==> config.mk <==
export PLATFORM = sky130hd
export DESIGN_NAME = lapg_led_serializer
export DESIGN_NICKNAME = d
export VERILOG_FILES = /design/src/rtl/core/lapg_pkg.sv /design/src/rtl/core/lapg_led_serializer.sv
export VERILOG_INCLUDE_DIRS = /design/src /design/src/rtl/core
export SDC_FILE = /design/constraint.sdc
export NUM_CORES = 1
export LEC_CHECK = 0
export BUFFER_PORTS_ARGS = -buffer_cell sky130_fd_sc_hd__buf_2
export CORE_ASPECT_RATIO = 0.7
export CORE_MARGIN = 4
export CORE_UTILIZATION = 51
export DETAILED_ROUTE_END_ITERATION = 12
export PLACE_DENSITY = 0.81
export SLEW_MARGIN = 20
export SYNTH_ARGS = -nofsm -noshare
export SYNTH_HDL_FRONTEND = slang
export SYNTH_SLANG_ARGS = --single-unit
==> constraint.sdc <==
create_clock -name i_clk -period 2.8 [get_ports i_clk]
set_clock_uncertainty 0.1 [all_clocks]
set_input_delay 0.28 -clock i_clk [delete_from_list [all_inputs] [get_ports i_clk]]
set_output_delay 0.28 -clock i_clk [all_outputs]
set_load 0.01 [all_outputs]
==> src/rtl/core/led_alert_pattern_generator_core_assert.svh <==
// Assertion macros shared by the LED alert pattern generator RTL.
`ifndef LED_ALERT_PATTERN_GENERATOR_CORE_ASSERT_SVH
`define LED_ALERT_PATTERN_GENERATOR_CORE_ASSERT_SVH
`ifndef SYNTHESIS
// Plain invariant, checked at every clock edge out of reset.
`define LAPG_ASSERT(label, expr) \
    label: assert property (@(posedge i_clk) disable iff (!i_rst_n) (expr)) \
        else $error("%m: invariant violated");
// Same-cycle implication.
`define LAPG_ASSERT_IMP(label, ante, cons) \
    label: assert property (@(posedge i_clk) disable iff (!i_rst_n) (ante) |-> (cons)) \
        else $error("%m: implication violated");
// Next-cycle implication.
`define LAPG_ASSERT_NEXT(label, ante, cons) \
    label: assert property (@(posedge i_clk) disable iff (!i_rst_n) (ante) |=> (cons)) \
        else $error("%m: next-cycle implication violated");
`else
`define LAPG_ASSERT(label, expr)
`define LAPG_ASSERT_IMP(label, ante, cons)
`define LAPG_ASSERT_NEXT(label, ante, cons)
`endif
`endif

==> src/rtl/core/lapg_pkg.sv <==
// Shared constants, types and codes of the LED alert pattern generator.
package lapg_pkg;

    localparam int LED_NUMBER         = 7;
    localparam int STROBE_ON_TICKS    = 70;
    localparam int STROBE_OFF_TICKS   = 160;
    localparam int PING_RISE_TICKS    = 40;
    localparam int PING_DECAY_TICKS   = 1500;
    localparam int POLICE_FRAME_TICKS = 300;

    localparam int STROBE_PERIOD = STROBE_ON_TICKS + STROBE_OFF_TICKS;
    localparam int POLICE_PERIOD = 2 * POLICE_FRAME_TICKS;
    localparam int PING_TOTAL    = PING_RISE_TICKS + PING_DECAY_TICKS;
    localparam int RISE_DIV      = 2 * PING_RISE_TICKS;
    localparam int LED_HALF      = LED_NUMBER / 2;

    localparam int LED_CNT_W   = $clog2(LED_NUMBER);
    localparam int STROBE_PH_W = $clog2(STROBE_PERIOD);
    localparam int POLICE_PH_W = $clog2(POLICE_PERIOD);
    localparam int ROM_ADDR_W  = $clog2(PING_TOTAL);

    localparam int TICK_W        = 32;
    localparam int LEVEL_W       = 8;
    localparam int LED_IDX_W     = 3;
    localparam int CFG_IDX_W     = 3;
    localparam int CMD_W         = 2;
    localparam int MODE_W        = 3;
    localparam int IN_TDATA_W    = 8;
    localparam int OUT_TDATA_W   = 40;

    localparam logic [LEVEL_W-1:0] LEVEL_FULL      = 8'd255;
    localparam logic [LEVEL_W-1:0] POLICE_BLUE_DIM = 8'd200;

    typedef enum logic [MODE_W-1:0] {
        MODE_IDLE   = 3'd0,
        MODE_STEADY = 3'd1,
        MODE_STROBE = 3'd2,
        MODE_PING   = 3'd3,
        MODE_POLICE = 3'd4
    } t_mode;

    typedef enum logic [CMD_W-1:0] {
        CMD_TICK  = 2'd0,
        CMD_START = 2'd1,
        CMD_STOP  = 2'd2
    } t_cmd;

    typedef enum logic [CFG_IDX_W-1:0] {
        CFG_RED        = 3'd0,
        CFG_GREEN      = 3'd1,
        CFG_BLUE       = 3'd2,
        CFG_WHITE      = 3'd3,
        CFG_BRIGHTNESS = 3'd4
    } t_cfg_idx;

    typedef enum logic [1:0] {
        FRAME_FLAT     = 2'd0,
        FRAME_POLICE_A = 2'd1,
        FRAME_POLICE_B = 2'd2
    } t_frame_kind;

    // One frame: either a single colour for every LED, or a police split.
    typedef struct packed {
        t_frame_kind        kind;
        logic [LEVEL_W-1:0] red;
        logic [LEVEL_W-1:0] green;
        logic [LEVEL_W-1:0] blue;
        logic [LEVEL_W-1:0] white;
    } t_frame;

endpackage

==> src/rtl/core/lapg_led_serializer.sv <==
// Frame serializer: one output word per LED behind a registered output stage.
module lapg_led_serializer
    import lapg_pkg::*;
(
    input  logic                   i_clk,
    input  logic                   i_rst_n,
    input  t_frame                 i_frame,
    input  logic                   i_frame_valid,
    output logic                   o_frame_take,
    output logic                   o_out_valid,
    input  logic                   i_out_ready,
    output logic [LED_IDX_W-1:0]   o_led_index,
    output logic [LEVEL_W-1:0]     o_red,
    output logic [LEVEL_W-1:0]     o_green,
    output logic [LEVEL_W-1:0]     o_blue,
    output logic [LEVEL_W-1:0]     o_white,
    output logic                   o_last
);

    `include "led_alert_pattern_generator_core_assert.svh"

    logic                  r_busy;
    logic [LED_CNT_W-1:0]  r_led;
    t_frame                r_frame;
    logic                  r_out_valid;
    logic [LED_IDX_W-1:0]  r_out_index;
    logic [LEVEL_W-1:0]    r_out_red, r_out_green, r_out_blue, r_out_white;
    logic                  r_out_last;

    logic                  out_free;
    logic                  emit;
    logic                  led_last;
    logic                  led_low;
    logic [6:0]            led_ext;
    t_frame                led_colour;

    assign out_free     = !r_out_valid || i_out_ready;
    assign emit         = r_busy && out_free;
    assign led_last     = r_led == LED_CNT_W'(LED_NUMBER - 1);
    assign o_frame_take = i_frame_valid && (!r_busy || (emit && led_last));
    assign led_ext      = 7'(r_led);
    assign led_low      = led_ext < 7'(LED_HALF);

    always_comb begin
        led_colour = r_frame;
        case (r_frame.kind)
            FRAME_POLICE_A: begin
                led_colour.red   = '0;
                led_colour.green = '0;
                led_colour.blue  = led_low ? POLICE_BLUE_DIM : '0;
                led_colour.white = led_low ? '0 : LEVEL_FULL;
            end
            FRAME_POLICE_B: begin
                led_colour.red   = '0;
                led_colour.green = '0;
                led_colour.blue  = led_low ? '0 : LEVEL_FULL;
                led_colour.white = led_low ? LEVEL_FULL : '0;
            end
            default: begin
            end
        endcase
    end

    always_ff @(posedge i_clk) begin
        if (!i_rst_n) begin
            r_busy      <= 1'b0;
            r_led       <= '0;
            r_out_valid <= 1'b0;
        end else begin
            if (o_frame_take) begin
                r_busy <= 1'b1;
                r_led  <= '0;
            end else if (emit && led_last) begin
                r_busy <= 1'b0;
            end else if (emit) begin
                r_led <= r_led + 1'b1;
            end
            if (emit) begin
                r_out_valid <= 1'b1;
            end else if (i_out_ready) begin
                r_out_valid <= 1'b0;
            end
        end
    end

    always_ff @(posedge i_clk) begin
        if (o_frame_take) begin
            r_frame <= i_frame;
        end
        if (emit) begin
            r_out_index <= led_ext[LED_IDX_W-1:0];
            r_out_red   <= led_colour.red;
            r_out_green <= led_colour.green;
            r_out_blue  <= led_colour.blue;
            r_out_white <= led_colour.white;
            r_out_last  <= led_last;
        end
    end

    assign o_out_valid = r_out_valid;
    assign o_led_index = r_out_index;
    assign o_red       = r_out_red;
    assign o_green     = r_out_green;
    assign o_blue      = r_out_blue;
    assign o_white     = r_out_white;
    assign o_last      = r_out_last;

    `LAPG_ASSERT_IMP(a_led_in_range, r_busy, r_led <= LED_CNT_W'(LED_NUMBER - 1))
    `LAPG_ASSERT_NEXT(a_take_restarts, o_frame_take, r_busy && (r_led == '0))
    `LAPG_ASSERT_IMP(a_last_on_final_led, r_out_valid && r_out_last, r_out_index == LED_IDX_W'(LED_NUMBER - 1))

endmodule

Yosys cells after proc, flatten, opt, wreduce, memory -nomap -nowiden
Index checks and enable logic that the tools add are counted.
- register bits: 75
- input port bits: 38
- output and inout bits: 38
- add/subtract/negate cells: 1
- order comparisons: 1
- eq/ne operators: 3
- muxes and demuxes: 8
- bitwise logic cells: 2
- reductions and logical operators: 11
- operators by type and width (cell ; count):
    case mux 32 bit (2 select lines) ; 1
    2-to-1 mux 8 bit ; 3
    2-to-1 mux 1 bit ; 4
    nonzero test 2 bit ; 2
    adder 3 x 1 -> 3 bit, second input constant ; 1
    equality test 3 bit, second input constant ; 1
    logical AND 1 bit ; 3
    less-than comparator 3 x 2 -> 1 bit, second input constant ; 1
    equality test 2 x 1 -> 1 bit, second input constant ; 1
    equality test 2 bit, second input constant ; 1
    zero test 1 bit ; 2
    logical OR 1 bit ; 2
    NOT 1 bit ; 2
    AND reduction 2 bit ; 1
    OR reduction 2 bit ; 1

Longest topological paths before layout
Gate-level depths: netlist of run 1.
- word-level depth: 7
- gate-level depth with buffers: 6
- depth with buffers taken out: 6

Worst setup path after synthesis of run 1
OpenSTA, ideal clock, no wires.
- kind: register -> register
- start: register r_out_valid (netlist: o_out_valid)
- end: register r_out_blue[0] (netlist: o_blue[0]) (enable)
- setup time: 0.429 ns
- data arrival time: 2.066 ns
- required time: 2.271 ns
- path slack: 0.205 ns
- stages on the path, launching flop included: 3
- period minus slack after synthesis: 2.595 ns
- cell sequence: dfxtp_1 and2b_1 nor2_1
- word-level cells in the longest chain between the ends: 3
- RTL lines (element ; RTL line ; text):
    start, declared ; lapg_led_serializer.sv:25 ; logic r_out_valid;
    start signal, assigned ; lapg_led_serializer.sv:68 ; r_out_valid <= 1'b0;
    start signal, assigned ; lapg_led_serializer.sv:79 ; r_out_valid <= 1'b1;
    start signal, assigned ; lapg_led_serializer.sv:81 ; r_out_valid <= 1'b0;
    zero test 1 bit ; lapg_led_serializer.sv:37 ; assign out_free = !r_out_valid || i_out_ready;
    logical OR 1 bit ; lapg_led_serializer.sv:37 ;
    logical AND 1 bit ; lapg_led_serializer.sv:38 ; assign emit = r_busy && out_free;
    via emit ; lapg_led_serializer.sv:31 ; logic emit;
    end signal, assigned ; lapg_led_serializer.sv:94 ; r_out_blue <= led_colour.blue;
    end, declared ; lapg_led_serializer.sv:27 ; logic [LEVEL_W-1:0] r_out_red, r_out_green, r_out_blue, r_out_white;
The timed path passes the listed nets, and every way through them passes these cells.
A chain may end at the register's enable or synchronous reset.

Worst setup path in the final report of run 1
- start: register r_led[0]
- end: output o_frame_take
- word-level cells in the longest chain between the ends: 4
- RTL lines (element ; RTL line ; text):
    start, declared ; lapg_led_serializer.sv:23 ; logic [LED_CNT_W-1:0] r_led;
    start signal, assigned ; lapg_led_serializer.sv:76 ; r_led <= r_led + 1'b1;
    equality test 3 bit ; lapg_led_serializer.sv:39 ; assign led_last = r_led == LED_CNT_W'(LED_NUMBER - 1);
    logical AND 1 bit ; lapg_led_serializer.sv:40 ; assign o_frame_take = i_frame_valid && (!r_busy || (emit && led_last));
    logical OR 1 bit ; lapg_led_serializer.sv:40 ;
    logical AND 1 bit ; lapg_led_serializer.sv:40 ;
    end, declared ; lapg_led_serializer.sv:9 ; output logic o_frame_take,
No other way between the ends.

==> metrics, run 1 <==
Setup Viol. Count Final 0; quantity of hold-fixing buffers added after cts 0; Vias between 1500 and 2000; PortBufs 75; first drt pass iteration count 4; Startpoint Class register; ANT nets after route 0; ys async rst share 0%; Final Hold Viols 0; power per cell area 627.6 mW/mm^2; RSZ-0062 raised after global routing no; setup TNS 0 ns; shortest period the worst path allows 2.271 ns; fillcell total 353; final wirelength 4.667 mm; Die Wd ~95 um; worst skew pair latency roughly 0.33 ns; I/O pin cnt 76; Critical Path Max Stage Delay 0.36 ns; Area growth syn-to-layout 28.79%; # DRC 0; Worst EP arrival roughly 1.9 ns; initial antenna violation count 0; slowest cell on the critical path dfxtp_1; Synth Net Count approximately 200; Root Driver clkbuf_8; maximum vdd drop around 0.39 mV; total leakage power between 0.001 and 0.0015 uW; Reg area roughly 0.0022 mm^2; fin util between 70% and 80%; vias in the first global route 1479; yosys warns 0; routed vias/inst approximately 4.8; Final period util between 80% and 90%; footprint of the multi-input gates 466.7 um^2; commonest non-fill, non-tap cell in the layout buf_2; worst-margin pin slew 0.5064 ns; die height between 60 and 70 um; post-detail-place hpwl ~3.3 mm; Core Region between 0.004 and 0.005 mm^2; Slew Viols, Final 0; clk buf depth 2; synthesized flop and latch total 75; kind of end point of the critical path primary output; clock sinks 75; DR WL/cell approximately 14 um; DIE AREA 0.006538 mm^2; Req. time, crit path approximately 2.4 ns; grt total ovfl 0; CP max FO 10; Syn Std Cell Area approximately 0.0027 mm^2; mean post-synth cell area between 15 and 20 um^2; dpl ws between 0.8 and 0.9 ns; Starting Density between 50% and 60%; status complete, no violations; Final WS setup 0.5289 ns; Core Rows 21; Rel. slew slack around two thirds; cts bufs inserted 9; diode count 0; Max-Cap Viols 0; CTS resizes 0; delay-heaviest family, CP buffers and inverters; NumNets Final between 200 and 300; Starting DRT DRC Count just over 60; CTS tree yes; Clock transition at path regs 0.07 ns; Cell variety after synth 25; Seq/Total Area, Yosys between 80% and 90%; Setup CP Type reg2out; share of cells above drive strength 1 just under 40%; worst path cell trace inv_1, ha_1, nand2_2, o21ai_2, and2_1, buf_4, buf_2; global-route wire length before repair roughly 6.9 mm; commonest non-fill, non-tap cells in the layout buf_2, edfxtp_1, nand2_1; Post-CTS Setup Bufs 0; Synth Instances 154; pin count of the biggest net entering global routing 37; Design Power around 2200 uW; Total GRT Usage about 15%; number of synthesized flops with an enable pin 70; predominant post-synthesis flop cell edfxtp_1; Peak Freq ~440 MHz; Placer Congestion around 0.84; CP Buf/Inv Count 3; hold crit path type in2reg; H-tree Lvls 3
## worst reg2reg max path: stages (launching register included)
cell and delay (ns):
dfxtp_1 0.36, inv_1 0.10, ha_1 0.18, nand2_2 0.10, o21ai_2 0.26, and2_1 0.22
buf_4 0.26
## worst paths after layout
path                     from           end  slack [ns]  depth (start not counted)
hold / removal     i_frame[3]    r_frame[3]        0.02                          1
hold reg to reg   r_frame[22]    o_green[6]        0.42                          1
setup / recovery     r_led[0]  o_frame_take        0.53                          7
setup reg to reg     r_led[0]    r_frame[7]        0.91                          6
## state kept, by name, summed over array words and instances (netlist names)
signal,flops
r_frame,32
o_blue,8
o_green,8
o_red,8
o_white,8
o_led_index,3
r_led,3
led_colour,2
o_last,1
o_out_valid,1
r_busy,1
## cell type report
class                           count  share of cell area [%]
Multi-Input combinational cell     69                   13.43
Tap cell                           69                   2.484
Sequential cell                    75                   63.35
Clock inverter                      3                  0.4680
Timing Repair Buffer               93                   15.62
Inverter                            7                  0.7559
Clock buffer                       12                   3.888
## power breakdown
part	internal [uW]	leakage, uW	switching [uW]
combinational	89.2	0.000673	112
sequential	1310	0.000715	19.2
clock	313	0.0000739	338
total	1710	0.00146	469
## cells in the mapped netlist, drive strengths merged (2+ instances only)
cell type,n,area [um^2]
a2111oi,2,30.03
a21o,5,37.54
a21oi,3,18.77
a31oi,2,12.51
and2,17,106.4
and2b,2,15.01
and4,2,20.02
clkbuf,3,11.26
dfxtp,5,100.1
edfxtp,70,2102
ha,4,50.05
inv,7,26.28
mux2i,2,23.77
nand2,23,88.84
## metrics by stage
stage	hold WS, ns	cells	cell area [um^2]
finish	0.02433	328	3476
detailed placement	0.3581	300	3194
global route	0.0009371	328	3476
global placement	0.3569	300	3194
CTS	0.0005484	315	3346
floorplan	0.2712	154	2699
## cell families (layout without fill, tap and decap cells)
family,count (synthesis),in the layout,synth area share (%)
DFF,75,75,81.60
and+or+nand+nor,48,48,9.689
AOI/OAI and AO/OA,15,15,4.590
buffers and inverters,10,115,1.391
adders and majority gates,4,4,1.855
muxes,2,2,0.8807
## routing by layer
metal  track usage, %  vias up  routed length [um]
met4            4.856        0                  74
met2            24.23       50                2337
met5                0        -                   0
li1                 -      766                   -
met1            18.43      736                1975
met3            6.941        9                 279
(Power assumes the default switching activity.)
==> run 2, diff against run 1 <==
==> constraint.sdc (replaced) <==
create_clock -name i_clk -period 2.1 [get_ports i_clk]
set_clock_uncertainty 0.1 [all_clocks]
set_input_delay 0.21 -clock i_clk [delete_from_list [all_inputs] [get_ports i_clk]]
set_output_delay 0.21 -clock i_clk [all_outputs]
set_load 0.01 [all_outputs]
==> metrics, run 2 (same netlist as run 1, synthesis figures left out) <==
Worst EP arrival ~1.7 ns; slowest cell on the critical path dfxtp_2; Reg area 0.002205 mm^2; Pint roughly 2600 uW; global-route wire length before repair approximately 8 mm; Rel. slew slack between 60 and 70%; # DRC 0; footprint of the multi-input gates between 400 and 500 um^2; setup TNS 0 ns; routed vias/inst between 4 and 5; max FFs per register 32; Final period util between 90% and 100%; share of cells above drive strength 1 about two fifths; Worst Hold Path EP r_led[1]; CP max FO 6; Net Sw Frac a little over a fifth; DIE AREA between 0.006 and 0.007 mm^2; Area growth syn-to-layout 42.98%; status complete, no violations; worst skew pair latency 0.34 ns; worst path cell trace inv_1, ha_1, nand2_2, o21ai_4, and2_2, buf_12, buf_2; Startpoint Class register; H-tree Lvls 3; clk buf depth 2; Final WS setup 0.06712 ns; Total GRT Usage ~18%; Req. time, crit path about 1.8 ns; hold crit path type in2reg; Layout Cells excl Fill 358; commonest non-fill, non-tap cell in the layout buf_2; post-detail-place hpwl roughly 3.3 mm; pin count of the biggest net entering global routing 24; R2R setup slack about 0.26 ns; shortest period the worst path allows approximately 2.0 ns; maximum vdd drop about 0.59 mV; vias in the first global route 1653; total leakage power 0.001642 uW; Final Hold Viols 0; Gate power share under 10%; diode count 0; Vias 1683; HP Start i_frame_valid; PortBufs 75; Die Wd roughly 95 um; R2R Path End r_frame[12]; die height approximately 69 um; Max-Cap Viols 0; WHS Path Cells 2; NumNets Final between 300 and 400; initial antenna violation count 0; final wirelength approximately 5.3 mm; ANT nets after route 0; Register-to-Register Path Depth 7; Clock transition at path regs ~0.07 ns; worst-margin pin slew roughly 0.45 ns; Critical Path Max Stage Delay 0.37 ns; Setup CP Type reg2out; dpl cells between 200 and 300; Placer Congestion around 0.81; source of the worst register-to-register timing path r_led[0]; power per cell area approximately 850 mW/mm^2; clock sinks 75; Switch Pwr roughly 700 uW; fillcell total between 200 and 300; dpl ws 0.2156 ns; Design Power approximately 3300 uW; largest register by flop count r_frame; Starting DRT DRC Count 93; commonest non-fill, non-tap cells in the layout buf_2, edfxtp_1, dlygate4sd3_1; Root Driver clkbuf_8; DR WL/cell around 15 um; CTS tree yes; cts bufs inserted 9; Seq pwr share between 50% and 60%; Starting Density about 55%; Core Region between 0.004 and 0.005 mm^2; Peak Freq a little under 500 MHz; clock power share roughly 36%; first drt pass iteration count 5; Setup Viol. Count Final 0; kind of end point of the critical path primary output; Core Rows 21; I/O pin cnt 76; grt total ovfl 0; Slew Viols, Final 0
-- run 2: worst max path at each step --
| stage | cells past startpoint | from | to | slack [ns] |
|---|---|---|---|---|
| floorplan | 2 | o_out_valid | o_blue[0] | 0.10 |
| global placement | 7 | r_led[0] | o_frame_take | 0.31 |
| detailed placement | 6 | r_led[1] | o_frame_take | 0.22 |
| CTS | 7 | r_led[0] | o_frame_take | 0.03 |
| global route | 7 | r_led[0] | o_frame_take | -0.006 |
| finish | 7 | r_led[0] | o_frame_take | 0.07 |
-- run 2: area by class of cell --
cell class	instances	area share, %
Multi-Input combinational cell	69	12.32
Sequential cell	75	57.13
Tap cell	69	2.237
Clock buffer	9	3.210
Timing Repair Buffer	122	22.05
Clock inverter	7	2.367
Inverter	7	0.6809
-- run 2: layer usage --
metal / share of wire [%] / routed length, um / GRT usage [%]
met5: 0 / 0 / 0
met4: 1.1 / 58 / 5.935
met3: 6.4 / 343 / 6.508
met2: 53 / 2830 / 31.34
met1: 39 / 2087 / 19.71
-- run 2: critical path, delay by kind of cell (launching register included) --
kind / cells / cell delay [ns]
AOI/OAI and AO/OA: 1 / 0.08
and+or+nand+nor: 2 / 0.38
DFF: 1 / 0.37
buffers and inverters: 3 / 0.33
adders and majority gates: 1 / 0.22
-- run 2: power by group through the flow --
stage / Sequential [uW] / Combinational, uW / Clock [uW]
final: 1770 / 323 / 1170
after detailed placement: 1810 / 252 / 0
after floorplan: 1830 / 103 / 0
after global routing: 1780 / 357 / 1260
after CTS: 1770 / 315 / 1180
after global placement: 1800 / 247 / 0
-- run 2: what timing repair did --
item / CTS / global route
setup endpoints to repair: 1 / 1
buffers inserted: 1 / 7
hold buffers: 34 / 0
hold endpoints to repair: 34 / 0
gates cloned: 1 / 0
pin swaps: 1 / 0
gates resized for setup: 3 / 0
-- run 2: through the flow --
stage	hold WS [ns]	utilization [%]	area [um^2]
floorplan	0.2012	-	2703
global placement	0.2868	64.79	3201
detailed placement	0.2881	64.79	3201
CTS	0.01529	77.05	3806
global route	0.02218	78.12	3859
finish	0.03391	78.12	3859
==> run 3, diff against run 2 <==
--- a/config.mk
+++ b/config.mk
@@ -11,7 +11,7 @@
 export CORE_MARGIN = 4
 export CORE_UTILIZATION = 51
 export DETAILED_ROUTE_END_ITERATION = 12
-export PLACE_DENSITY = 0.81
+export PLACE_DENSITY = 0.82
 export SLEW_MARGIN = 20
 export SYNTH_ARGS = -nofsm -noshare
 export SYNTH_HDL_FRONTEND = slang
==> metrics, run 3 (same netlist as run 1, synthesis figures left out) <==
Die Wd ~95 um; delay-heaviest family, CP flip-flops; worst skew pair latency about 0.34 ns; power per cell area ~800 mW/mm^2; routed vias/inst 4.521; ANT nets after route 0; post-detail-place hpwl a little under 3 mm; pin count of the biggest net entering global routing 37; CP max FO 6; cts bufs inserted 9; final instance area about 0.0038 mm^2; Vias about 1600; shortest period the worst path allows around 2.0 ns; footprint of the multi-input gates 476.7 um^2; Layout Cells excl Fill between 300 and 400; DR WL/cell ~14 um; clock sinks 75; H-tree Lvls 3; Placer Congestion 0.7805; Root Driver clkbuf_8; final wirelength 5.059 mm; Core Region between 0.004 and 0.005 mm^2; fin util between 70% and 80%; dpl ws ~0.25 ns; kind of end point of the critical path primary output; max FFs per register 32; commonest non-fill, non-tap cells in the layout buf_2, edfxtp_1, dlygate4sd3_1; commonest non-fill, non-tap cell in the layout buf_2; CTS tree yes; # DRC 0; vias in the first global route 1626; I/O pin cnt 76; DP Area about 0.0032 mm^2; PortBufs 75; Starting Density roughly 55%; die height 68.86 um; DIE AREA between 0.006 and 0.007 mm^2; Core Rows 21; clk buf depth 2; worst-margin pin slew between 0.4 and 0.5 ns; Setup Viol. Count Final 0; Slew Viols, Final 0; dpl cells around 300; setup TNS 0 ns; Final Hold Viols 0; Reg area ~0.0022 mm^2; worst path cell trace inv_1, ha_1, nand2_2, o21ai_4, and2_4, buf_12, buf_2; maximum vdd drop 0.6625 mV; Worst EP arrival around 1.7 ns; status complete, no violations; diode count 0; share of cells above drive strength 1 38.81%; Req. time, crit path between 1.5 and 2 ns; slowest cell on the critical path dfxtp_2; Starting DRT DRC Count 66; total leakage power around 0.0016 uW; Critical Path Max Stage Delay slightly below 0.4 ns; Area growth syn-to-layout 41.45%; global-route wire length before repair 7.879 mm; Total GRT Usage 17.46%; R2R setup slack ~0.33 ns; Peak Freq roughly 500 MHz; Max-Cap Viols 0; fillcell total 308; initial antenna violation count 0; Final period util a little over nine tenths; Final WS setup approximately 0.12 ns; Setup CP Type reg2out; Startpoint Class register; first drt pass iteration count 4; Rel. slew slack between 70% and 80%; Clock transition at path regs about 0.07 ns; hold crit path type in2reg; RSZ-0062 raised after global routing no; CP Buf/Inv Count 3; grt total ovfl 0; largest register by flop count r_frame; NumNets Final between 300 and 400
## run 3: per-layer routing
layer  up-vias  wire, um  track usage [%]
met5         -         0                0
met4         0        99            9.532
met3        13       280            6.941
met2        51      2711            29.76
met1       725      1969            19.06
li1        816         -                -
## run 3: area by class of cell
class                           instances  area share [%]
Timing Repair Buffer                  119           21.76
Sequential cell                        75           57.75
Tap cell                               69           2.262
Clock buffer                           10           3.343
Clock inverter                          6           1.704
Multi-Input combinational cell         69           12.49
Inverter                                7          0.6883
## run 3: path summary, 6_finish.rpt
path / end / cells after the start / from
worst max register to register: r_frame[5] / 7 / r_led[0]
worst max-delay path: o_frame_take / 7 / r_led[0]
worst min register to register: o_led_index[0] / 0 / r_led[0]
worst min-delay path: r_busy / 3 / i_rst_n
## run 3: worst reg2reg max path: cells and delay by family (launching register included)
family / cells / cell delay, ns
simple gates: 2 / 0.29
compound gates: 1 / 0.18
flops: 1 / 0.36
fa+ha+maj: 1 / 0.17
buf+inv: 3 / 0.37
## run 3: timing repair
action | 4_1_cts | 5_1_grt
hold buffers | 35 | 0
gates cloned | 1 | 0
setup buffers | 1 | 4
pin swaps | 1 | 0
gates resized for setup | 3 | 1
endpoints found under the hold margin | 35 | 0
setup endpoints to repair | 1 | 1
## run 3: power breakdown
group | switching [uW] | total [uW] | internal (uW)
Sequential | 28.9 | 1780 | 1750
Clock | 494 | 1040 | 548
Combinational | 156 | 320 | 164
Total | 679 | 3140 | 2460
## run 3: per-stage QoR
step | total power, uW | hold slack (ns)
finish | 3137 | 0.09625
global route | 3285 | 0.09585
CTS | 3159 | 0.07602
detailed placement | 2053 | 0.2881
global placement | 2046 | 0.2864
floorplan | 1933 | 0.2012
